<file path="src/design/mciir_pkg.sv">
// Shared constants, control-word types and the microcode program of the
// multichannel notch filter. Depends on nothing; the top level takes
// everything here by scoped name.
package mciir_pkg;

    // Default values of the top-level parameters.
    localparam int CHANNELS_DEF    = 4;
    localparam int SAMPLE_BITS_DEF = 16;

    // Fixed datapath widths.
    localparam int HIST_W  = 24;                 // history word
    localparam int COEF_W  = 18;                 // signed Q2.16 coefficient
    localparam int GAIN_W  = 17;                 // unsigned Q1.16 gain
    localparam int FRAC    = 16;                 // coefficient fraction bits
    localparam int PROD_W  = COEF_W + HIST_W;    // one product
    localparam int ACC_W   = 48;                 // sum of three products
    localparam int QUOT_W  = ACC_W - FRAC;       // sum after the rounding shift
    localparam int CH_W    = 2;                  // channel field
    localparam int STEP_W  = 3;                  // microcode step counter

    // Configuration port.
    localparam int CFG_IDX_W  = 5;
    localparam int CFG_DATA_W = 18;
    localparam logic [CFG_IDX_W-1:0] REG_GAIN      = 5'd0;
    localparam logic [CFG_IDX_W-1:0] REG_POLE      = 5'd1;
    localparam logic [CFG_IDX_W-1:0] REG_COEF_BASE = 5'd2;

    // Register reset values.
    localparam logic [GAIN_W-1:0]        GAIN_RESET = 17'h10000;
    localparam logic signed [COEF_W-1:0] POLE_RESET = 18'sh10000;

    // Half an LSB of the result, added once into every sum so that the
    // final shift rounds half up.
    localparam logic [ACC_W-1:0] ACC_ROUND = ACC_W'(1) << (FRAC - 1);

    // Named microcode steps.
    localparam logic [STEP_W-1:0] STEP_ENTRY  = 3'd0;
    localparam logic [STEP_W-1:0] STEP_BYPASS = 3'd6;

    // Coefficient operand of the multiplier.
    typedef enum logic [1:0] {
        COEF_C = 2'd0,
        COEF_D = 2'd1,
        COEF_G = 2'd2
    } coef_sel_t;

    // History operand of the multiplier.
    typedef enum logic [1:0] {
        HIST_W1   = 2'd0,
        HIST_W2   = 2'd1,
        HIST_WNEW = 2'd2
    } hist_sel_t;

    // Accumulator operation.
    typedef enum logic [2:0] {
        ACC_HOLD      = 3'd0,
        ACC_LOAD_X    = 3'd1,
        ACC_LOAD_PROD = 3'd2,
        ACC_ADD       = 3'd3,
        ACC_SUB       = 3'd4
    } acc_op_t;

    // What the step writes into the output register.
    typedef enum logic [1:0] {
        OUT_NONE = 2'd0,
        OUT_FILT = 2'd1,
        OUT_ZERO = 2'd2
    } out_sel_t;

    // One control word of the program.
    typedef struct packed {
        coef_sel_t          coef_sel;
        hist_sel_t          hist_sel;
        logic               mul_en;
        acc_op_t            acc_op;
        logic               latch_w;
        logic               jump_bad;
        logic [STEP_W-1:0]  target;
        out_sel_t           out_sel;
        logic               last;
    } uword_t;

    // Program ROM. Each multiplying step puts one pair into the product register,
    // and each later step of the filter path folds the previous product in.
    function automatic uword_t ucode(input logic [STEP_W-1:0] step);
        uword_t w;
        w = '{coef_sel: COEF_C, hist_sel: HIST_W1, mul_en: 1'b0, acc_op: ACC_HOLD,
              latch_w: 1'b0, jump_bad: 1'b0, target: '0, out_sel: OUT_NONE,
              last: 1'b0};
        unique case (step)
            3'd0:
            begin
                // Load x, start c*w1; leave at once for a channel out of range.
                w.coef_sel = COEF_C;
                w.hist_sel = HIST_W1;
                w.mul_en   = 1'b1;
                w.acc_op   = ACC_LOAD_X;
                w.jump_bad = 1'b1;
                w.target   = STEP_BYPASS;
            end
            3'd1:
            begin
                w.coef_sel = COEF_D;
                w.hist_sel = HIST_W2;
                w.mul_en   = 1'b1;
                w.acc_op   = ACC_SUB;
            end
            3'd2:
            begin
                w.coef_sel = COEF_G;
                w.hist_sel = HIST_W2;
                w.mul_en   = 1'b1;
                w.acc_op   = ACC_SUB;
            end
            3'd3:
            begin
                // The recursion sum is complete: round it into w.
                w.coef_sel = COEF_C;
                w.hist_sel = HIST_W1;
                w.mul_en   = 1'b1;
                w.acc_op   = ACC_LOAD_PROD;
                w.latch_w  = 1'b1;
            end
            3'd4:
            begin
                w.coef_sel = COEF_G;
                w.hist_sel = HIST_WNEW;
                w.mul_en   = 1'b1;
                w.acc_op   = ACC_ADD;
            end
            3'd5:
            begin
                w.out_sel = OUT_FILT;
                w.last    = 1'b1;
            end
            default:
            begin
                // Bypass: the result carries zero and no state changes.
                w.out_sel = OUT_ZERO;
                w.last    = 1'b1;
            end
        endcase
        return w;
    endfunction

    // Saturate a rounded sum to a signed history word.
    function automatic logic signed [HIST_W-1:0] sat_hist(
        input logic signed [QUOT_W-1:0] v
    );
        logic fits;
        logic signed [HIST_W-1:0] r;
        fits = (&v[QUOT_W-1:HIST_W-1]) || (~|v[QUOT_W-1:HIST_W-1]);
        if (fits)
        begin
            r = v[HIST_W-1:0];
        end
        else if (v[QUOT_W-1])
        begin
            r = {1'b1, {(HIST_W-1){1'b0}}};
        end
        else
        begin
            r = {1'b0, {(HIST_W-1){1'b1}}};
        end
        return r;
    endfunction

endpackage

</file>
<file path="src/design/multichannel_iir_notch_biquad.sv">
// Multichannel Direct Form II notch filter: configuration registers, per-channel
// history, a microcoded sequencer and a shared 18x24 multiplier datapath.
// Depends on mciir_pkg.

// Each word names a channel and carries one signed Q1.15 sample; the block
// returns one word per input with the same channel and the notch-filtered,
// saturated sample. The block captures a word and then runs six microcode
// steps, set by the five products that share the single multiplier, before
// it can accept the next one. A word whose channel is not below CHANNELS
// jumps to the bypass step and returns zero. The input is stalled while a
// word is in work; the finished result sits in an output register, so the
// next word is taken while it waits. Gain, pole term and
// the per-channel centre coefficients are written through the configuration
// port while the block is idle; writing a centre coefficient clears that
// channel's history.
module multichannel_iir_notch_biquad #(
    parameter int CHANNELS    = mciir_pkg::CHANNELS_DEF,
    parameter int SAMPLE_BITS = mciir_pkg::SAMPLE_BITS_DEF
) (
    input  logic                                  clk,
    input  logic                                  rst_n,
    // Input channel
    input  logic                                  in_valid,
    output logic                                  in_stall,
    input  logic [mciir_pkg::CH_W-1:0]            channel,
    input  logic signed [SAMPLE_BITS-1:0]         sample_in,
    // Output channel
    output logic                                  out_valid,
    input  logic                                  out_stall,
    output logic [mciir_pkg::CH_W-1:0]            channel_out,
    output logic signed [SAMPLE_BITS-1:0]         sample_out,
    // Configuration write channel
    input  logic                                  cfg_valid,
    output logic                                  cfg_ready,
    input  logic [mciir_pkg::CFG_IDX_W-1:0]       cfg_index,
    input  logic [mciir_pkg::CFG_DATA_W-1:0]      cfg_data
);

    localparam int HIST_W = mciir_pkg::HIST_W;
    localparam int COEF_W = mciir_pkg::COEF_W;
    localparam int PROD_W = mciir_pkg::PROD_W;
    localparam int ACC_W  = mciir_pkg::ACC_W;
    localparam int FRAC   = mciir_pkg::FRAC;
    localparam int QUOT_W = mciir_pkg::QUOT_W;
    localparam int XPAD   = ACC_W - SAMPLE_BITS - FRAC;

    typedef enum logic [1:0] {
        ST_IDLE = 2'b01,
        ST_RUN  = 2'b10
    } state_t;

    // Configuration registers.
    logic [mciir_pkg::GAIN_W-1:0]   gain_reg;
    logic signed [COEF_W-1:0]       pole_reg;
    logic signed [COEF_W-1:0]       coef_reg [CHANNELS];

    // Per-channel history.
    logic signed [HIST_W-1:0]       hist_newer_reg [CHANNELS];
    logic signed [HIST_W-1:0]       hist_older_reg [CHANNELS];

    // Sequencer.
    state_t                          state_reg, state_next;
    logic [mciir_pkg::STEP_W-1:0]    step_reg, step_next;
    mciir_pkg::uword_t               uw;

    // Working registers of the word in progress.
    logic [mciir_pkg::CH_W-1:0]      ch_reg;
    logic signed [SAMPLE_BITS-1:0]   x_reg;
    logic signed [COEF_W-1:0]        c_op_reg;
    logic signed [HIST_W-1:0]        w1_reg;
    logic signed [HIST_W-1:0]        w2_reg;
    logic signed [HIST_W-1:0]        w_reg;
    logic signed [PROD_W-1:0]        prod_reg;
    logic signed [ACC_W-1:0]         acc_reg;

    // Output register.
    logic                            out_valid_reg;
    logic [mciir_pkg::CH_W-1:0]      channel_out_reg;
    logic signed [SAMPLE_BITS-1:0]   sample_out_reg;

    // Combinational signals.
    logic                            in_accept;
    logic                            cfg_write;
    logic                            ch_bad;
    logic                            out_free;
    logic                            running;
    logic                            emit;
    logic                            hist_write;
    logic signed [COEF_W-1:0]        sel_c;
    logic signed [HIST_W-1:0]        sel_w1;
    logic signed [HIST_W-1:0]        sel_w2;
    logic signed [COEF_W-1:0]        mul_a;
    logic signed [HIST_W-1:0]        mul_b;
    logic signed [PROD_W-1:0]        prod_next;
    logic signed [ACC_W-1:0]         prod_ext;
    logic signed [ACC_W-1:0]         x_ext;
    logic signed [ACC_W-1:0]         acc_next;
    logic signed [ACC_W-1:0]         y_sum;
    logic signed [QUOT_W-1:0]        y_quot;
    logic signed [SAMPLE_BITS-1:0]   y_sat;
    logic                            y_fits;

    // Handshake.
    assign in_stall    = (state_reg != ST_IDLE);
    assign cfg_ready   = (state_reg == ST_IDLE);
    assign in_accept   = in_valid && !in_stall;
    assign cfg_write   = cfg_valid && cfg_ready;
    assign out_valid   = out_valid_reg;
    assign channel_out = channel_out_reg;
    assign sample_out  = sample_out_reg;

    // Current control word.
    assign uw         = mciir_pkg::ucode(step_reg);
    assign running    = (state_reg == ST_RUN);
    assign ch_bad     = (int'(ch_reg) >= CHANNELS);
    assign out_free   = !out_valid_reg || !out_stall;
    assign emit       = running && (uw.out_sel != mciir_pkg::OUT_NONE) && out_free;
    assign hist_write = emit && (uw.out_sel == mciir_pkg::OUT_FILT);

    // Read the addressed channel's coefficient and history at acceptance.
    always_comb
    begin
        sel_c  = '0;
        sel_w1 = '0;
        sel_w2 = '0;
        for (int i = 0; i < CHANNELS; i++)
        begin
            if (int'(channel) == i)
            begin
                sel_c  = coef_reg[i];
                sel_w1 = hist_newer_reg[i];
                sel_w2 = hist_older_reg[i];
            end
        end
    end

    // Sequencer next state.
    always_comb
    begin
        state_next = state_reg;
        step_next  = step_reg;
        unique case (state_reg)
            ST_IDLE:
            begin
                if (in_valid)
                begin
                    state_next = ST_RUN;
                    step_next  = mciir_pkg::STEP_ENTRY;
                end
            end
            ST_RUN:
            begin
                if (uw.jump_bad && ch_bad)
                begin
                    step_next = uw.target;
                end
                else if (uw.last)
                begin
                    if (out_free)
                    begin
                        state_next = ST_IDLE;
                    end
                end
                else
                begin
                    step_next = step_reg + 1'b1;
                end
            end
            default:
            begin
                state_next = ST_IDLE;
            end
        endcase
    end

    always_ff @(posedge clk or negedge rst_n)
    begin
        if (!rst_n)
        begin
            state_reg <= ST_IDLE;
            step_reg  <= mciir_pkg::STEP_ENTRY;
        end
        else
        begin
            state_reg <= state_next;
            step_reg  <= step_next;
        end
    end

    // Multiplier operand selection.
    always_comb
    begin
        case (uw.coef_sel)
            mciir_pkg::COEF_C: mul_a = c_op_reg;
            mciir_pkg::COEF_D: mul_a = pole_reg;
            mciir_pkg::COEF_G: mul_a = signed'({1'b0, gain_reg});
            default:           mul_a = '0;
        endcase
        case (uw.hist_sel)
            mciir_pkg::HIST_W1:   mul_b = w1_reg;
            mciir_pkg::HIST_W2:   mul_b = w2_reg;
            mciir_pkg::HIST_WNEW: mul_b = w_reg;
            default:              mul_b = '0;
        endcase
    end

    assign prod_next = mul_a * mul_b;
    assign prod_ext  = {{(ACC_W-PROD_W){prod_reg[PROD_W-1]}}, prod_reg};
    assign x_ext     = {{XPAD{x_reg[SAMPLE_BITS-1]}}, x_reg, {FRAC{1'b0}}}
                       | signed'(mciir_pkg::ACC_ROUND);

    // Accumulator operation.
    always_comb
    begin
        case (uw.acc_op)
            mciir_pkg::ACC_LOAD_X:    acc_next = x_ext;
            mciir_pkg::ACC_LOAD_PROD: acc_next = prod_ext + signed'(mciir_pkg::ACC_ROUND);
            mciir_pkg::ACC_ADD:       acc_next = acc_reg + prod_ext;
            mciir_pkg::ACC_SUB:       acc_next = acc_reg - prod_ext;
            default:                  acc_next = acc_reg;
        endcase
    end

    // Output sum: round by shifting out the fraction, then saturate.
    assign y_sum  = acc_reg + prod_ext;
    assign y_quot = y_sum[ACC_W-1:FRAC];
    assign y_fits = (&y_quot[QUOT_W-1:SAMPLE_BITS-1]) || (~|y_quot[QUOT_W-1:SAMPLE_BITS-1]);

    always_comb
    begin
        if (y_fits)
        begin
            y_sat = y_quot[SAMPLE_BITS-1:0];
        end
        else if (y_quot[QUOT_W-1])
        begin
            y_sat = {1'b1, {(SAMPLE_BITS-1){1'b0}}};
        end
        else
        begin
            y_sat = {1'b0, {(SAMPLE_BITS-1){1'b1}}};
        end
    end

    // Working registers of the datapath.
    always_ff @(posedge clk)
    begin
        if (in_accept)
        begin
            ch_reg   <= channel;
            x_reg    <= sample_in;
            c_op_reg <= sel_c;
            w1_reg   <= sel_w1;
            w2_reg   <= sel_w2;
        end
        if (running && uw.mul_en)
        begin
            prod_reg <= prod_next;
        end
        if (running)
        begin
            acc_reg <= acc_next;
        end
        if (running && uw.latch_w)
        begin
            w_reg <= mciir_pkg::sat_hist(acc_reg[ACC_W-1:FRAC]);
        end
    end

    // Configuration registers and history.
    always_ff @(posedge clk or negedge rst_n)
    begin
        if (!rst_n)
        begin
            gain_reg <= mciir_pkg::GAIN_RESET;
            pole_reg <= mciir_pkg::POLE_RESET;
            for (int i = 0; i < CHANNELS; i++)
            begin
                coef_reg[i]       <= '0;
                hist_newer_reg[i] <= '0;
                hist_older_reg[i] <= '0;
            end
        end
        else
        begin
            if (cfg_write && (cfg_index == mciir_pkg::REG_GAIN))
            begin
                gain_reg <= cfg_data[mciir_pkg::GAIN_W-1:0];
            end
            if (cfg_write && (cfg_index == mciir_pkg::REG_POLE))
            begin
                pole_reg <= signed'(cfg_data[COEF_W-1:0]);
            end
            for (int i = 0; i < CHANNELS; i++)
            begin
                if (cfg_write && (int'(cfg_index) == int'(mciir_pkg::REG_COEF_BASE) + i))
                begin
                    coef_reg[i]       <= signed'(cfg_data[COEF_W-1:0]);
                    hist_newer_reg[i] <= '0;
                    hist_older_reg[i] <= '0;
                end
                else if (hist_write && (int'(ch_reg) == i))
                begin
                    hist_newer_reg[i] <= w_reg;
                    hist_older_reg[i] <= w1_reg;
                end
            end
        end
    end

    // Output register valid flag.
    always_ff @(posedge clk or negedge rst_n)
    begin
        if (!rst_n)
        begin
            out_valid_reg <= 1'b0;
        end
        else if (emit)
        begin
            out_valid_reg <= 1'b1;
        end
        else if (!out_stall)
        begin
            out_valid_reg <= 1'b0;
        end
    end

    // Output register payload.
    always_ff @(posedge clk)
    begin
        if (emit)
        begin
            channel_out_reg <= ch_reg;
            sample_out_reg  <= (uw.out_sel == mciir_pkg::OUT_FILT) ? y_sat : '0;
        end
    end

    // An accepted word always starts the program at its entry step.
    assert property (@(posedge clk) disable iff (!rst_n)
        in_accept |=> (state_reg == ST_RUN) && (step_reg == mciir_pkg::STEP_ENTRY))
    else $error("accepted word did not start the program at its entry step");

    // A final step that finds the output free delivers and returns to idle.
    assert property (@(posedge clk) disable iff (!rst_n)
        (running && uw.last && out_free) |=> (out_valid_reg && (state_reg == ST_IDLE)))
    else $error("final step did not deliver its result");

    // Writing channel zero's centre coefficient clears its history.
    assert property (@(posedge clk) disable iff (!rst_n)
        (cfg_write && (cfg_index == mciir_pkg::REG_COEF_BASE))
        |=> ((hist_newer_reg[0] == '0) && (hist_older_reg[0] == '0)))
    else $error("centre coefficient write did not clear the history");

endmodule
</file>
<file path="config.mk">
export PLATFORM = sky130hd
export DESIGN_NAME = multichannel_iir_notch_biquad
export DESIGN_NICKNAME = d
export VERILOG_FILES = /design/src/design/mciir_pkg.sv /design/src/design/multichannel_iir_notch_biquad.sv
export SDC_FILE = /design/constraint.sdc
export NUM_CORES = 2
export LEC_CHECK = 0
export BUFFER_PORTS_ARGS = -buffer_cell sky130_fd_sc_hd__buf_2
export CAP_MARGIN = 20
export CORE_UTILIZATION = 35
export CTS_BUF_LIST = sky130_fd_sc_hd__clkbuf_16
export CTS_CLUSTER_DIAMETER = 200
export DETAILED_ROUTE_END_ITERATION = 8
export GPL_TIMING_DRIVEN = 0
export HOLD_SLACK_MARGIN = 0.08
export PLACE_DENSITY = 0.53
export SLEW_MARGIN = 5
export SYNTH_ARGS = -nofsm -noshare
export SYNTH_HDL_FRONTEND = slang
export SYNTH_SLANG_ARGS = --single-unit
export TNS_END_PERCENT = 50
</file>
<file path="constraint.sdc">
create_clock -name clk -period 12.7 [get_ports clk]
set_input_delay 0 -clock clk [delete_from_list [all_inputs] [get_ports clk]]
set_output_delay 0 -clock clk [all_outputs]
set_load 0.01 [all_outputs]
</file>
==> flow_summary.yaml <==
run_status:
  run_status: "completed"
sta:
  max_slew_margin_pct: 20.88
  tightest_slew_ps: 1187
  finalSetupViolations: 0
  fmax_ghz: 0.08709
  grt_setup_unrepaired: "no"
  min_period_ps: 11480
  finalHoldViolations: 0
  clock_skew_ps: 58.32
  finalCritPeriodShare_pct: 90.42
  slew_violations: 0
  fin_tns_setup_ps: 0
worst_setup_path:
  cp_max_fo: 10
  crit_type: "flop to flop"
  crit_slowest_cell: "o21ai_1"
  slowest_delay_ps: 850
  end_kind: "flop"
  worstPathRequired_ps: 13120
  r2r-end: "prod_reg[41]"
  cp-start-kind: "flop"
  timing.rr.start: "step_reg[1]"
  reg2reg_slack_ps: 1220
  reg2reg_depth: 32
  critPathArrivalTime_ps: 11900
cells_and_area:
  multi_input_area_um2: 27070
  fillers: 12700
  regArea_um2: 14120
  drive_gt1_share_pct: 9.648
  fin_nets: 5544
  final_util_pct: 39.59
  antennaDiodeCount: 0
  finish.instance_area_um2: 49840
  area_growth_pct: 11.91
floorplan:
  coreArea_um2: 125900
  die_height_um: 358.7
  rows: 130
  die_area_um2: 128700
  ios: 67
  start_util_pct: 35.37
  dieWidth_um: 358.7
clocking:
  cts.sinks: 521
  root_buffer: "clkbuf_16"
  cts_tree: "yes"
  clk_pin_slew_ps: 60
  numCtsBuffers: 58
  cts_buffer_depth: 3
  post-cts-setup-buffer-count: 0
  hold_buffers: 58
  clk_latency_ps: 680
  post_cts_resized: 0
  htreeDepth: 2
min_path:
  holdPathStages: 2
  min_to: "x_reg[0]"
  min_path_type: "primary input to flop"
  hold_start: "sample_in[0]"
detailed_routing:
  dr.pass1.iters: 6
  drc: 0
  viasPerCell: 5.440
  wirelength_mm: 156.4
  wire_per_inst_um: 23.82
  drt-initial-drc-count: 3188
  via_count: 35710
  ant_nets: 0
synthesis:
  synthesis.instances: 4662
  synth_seq_cells: 521
  netlist_top_cells_area: "fa_1, dfrtp_1, edfxtp_1, nand2_1, ha_1"
  syn_avg_cell_area_um2: 9.553
  yosysTopAreaCell: "fa_1"
  synth.top_cell.area_share_pct: 19.19
  yosysWarnings: 0
  yosysMostFrequentCell: "nand2_1"
  synth_edf_count: 216
  synthTopCellsByCount: "nand2_1, inv_1, fa_1"
  synth_cell_types: 112
  netlist_area_um2: 44540
  syn_nets: 5341
  synth_seq_area_share_pct: 31.71
  async_flop_share_pct: 58.54
  synth_flop_cell: "dfrtp_1"
grt:
  grt_pass1_wl_mm: 234.4
  grt_max_degree: 106
  grtUsageTotal_pct: 24.51
  antenna_found_initial: 3
  grt_overflow_total: 0
  grt_pass1_vias: 36020
placed_design:
  port_buffers: 66
  dp_hpwl_mm: 122.7
  dpl_cell_area_um2: 47250
  gp_congestion: 0.9784
run:
  maxCapViolations: 0
-- cells by family (layout without fill, tap and decap cells) --
| group | count (synthesis) | after routing | share of synthesized area, % |
|---|---|---|---|
| and+or+nand+nor | 1588 | 1588 | 15.59 |
| buffers and inverters | 857 | 1108 | 7.591 |
| AOI/OAI and AO/OA | 762 | 762 | 11.50 |
| adders and majority gates | 633 | 633 | 24.98 |
| DFF | 521 | 521 | 31.71 |
| muxes | 197 | 197 | 6.585 |
| xor gates and xnor gates | 104 | 104 | 2.045 |
-- per-stage QoR --
step / hold WS, ps / setup slack, ps / cells
after detailed placement: -183.3 / 1249 / 6396
after CTS: 100.3 / 1289 / 6562
after floorplan: -295.6 / 4098 / 4662
after global placement: 179.3 / 846.8 / 6378
after global routing: 123.5 / 726.5 / 6563
final: 132.4 / 1217 / 6563
-- worst max-delay path, delay by kind of cell (launching register included) --
| kind | cells | cell delay (ps) |
|---|---|---|
| AOI/OAI and AO/OA | 10 | 3460 |
| adders and majority gates | 8 | 3580 |
| DFF | 1 | 410 |
| and+or+nand+nor | 3 | 810 |
| muxes | 1 | 210 |
| xor gates and xnor gates | 1 | 280 |
| buffers and inverters | 9 | 2500 |
-- worst max path at each step --
| stage | from | endpoint | slack [ps] | depth (start not counted) |
|---|---|---|---|---|
| global route | step_reg[1] | prod_reg[40] | 730 | 32 |
| CTS | step_reg[1] | prod_reg[41] | 1290 | 30 |
| global placement | step_reg[0] | prod_reg[41] | 850 | 30 |
| floorplan | step_reg[1] | prod_reg[41] | 4100 | 30 |
| finish | step_reg[1] | prod_reg[41] | 1220 | 32 |
| detailed placement | step_reg[1] | prod_reg[41] | 1250 | 30 |
-- cell type report --
type	count	share of cell area, %
multi-input cells	3284	54.32
flip-flops and latches	521	28.34
inverters	607	4.582
well taps	1650	4.142
clock buffers	58	2.912
repair buffers	143	2.405
plain buffers	250	2.212
clock inverters	50	1.092
-- layer usage --
metal / global-route usage (%) / up-vias / routed length, um
met5: 0 / - / 13
met4: 8.186 / 2 / 5860
met3: 3.680 / 246 / 11120
met2: 38.70 / 1403 / 70990
met1: 34.31 / 18090 / 68360
li1: - / 15970 / -
-- cell usage in the layout (no fill, tap or decap), drive strengths merged, types with 26 or more instances in the layout --
cell type / instances
nand4: 32
mux2: 108
o22ai: 26
edfxtp: 216
nor3: 64
dlygate4sd3: 58
ha: 206
o21bai: 30
fa: 427
nor2: 341
and2: 46
a21oi: 152
a22oi: 29
a221oi: 27
clkinv: 30
inv: 614
nand3: 150
o31ai: 27
buf: 144
o21ai: 240
nand2: 806
a211oi: 29
xnor2: 93
mux4: 66
a21o: 32
o211ai: 33
clkbuf: 248
nor4: 29
nand2b: 35
dfrtp: 302
Power is not shown: default switching activity piles up to over one toggle a cycle in this logic, so the estimate is an artifact.
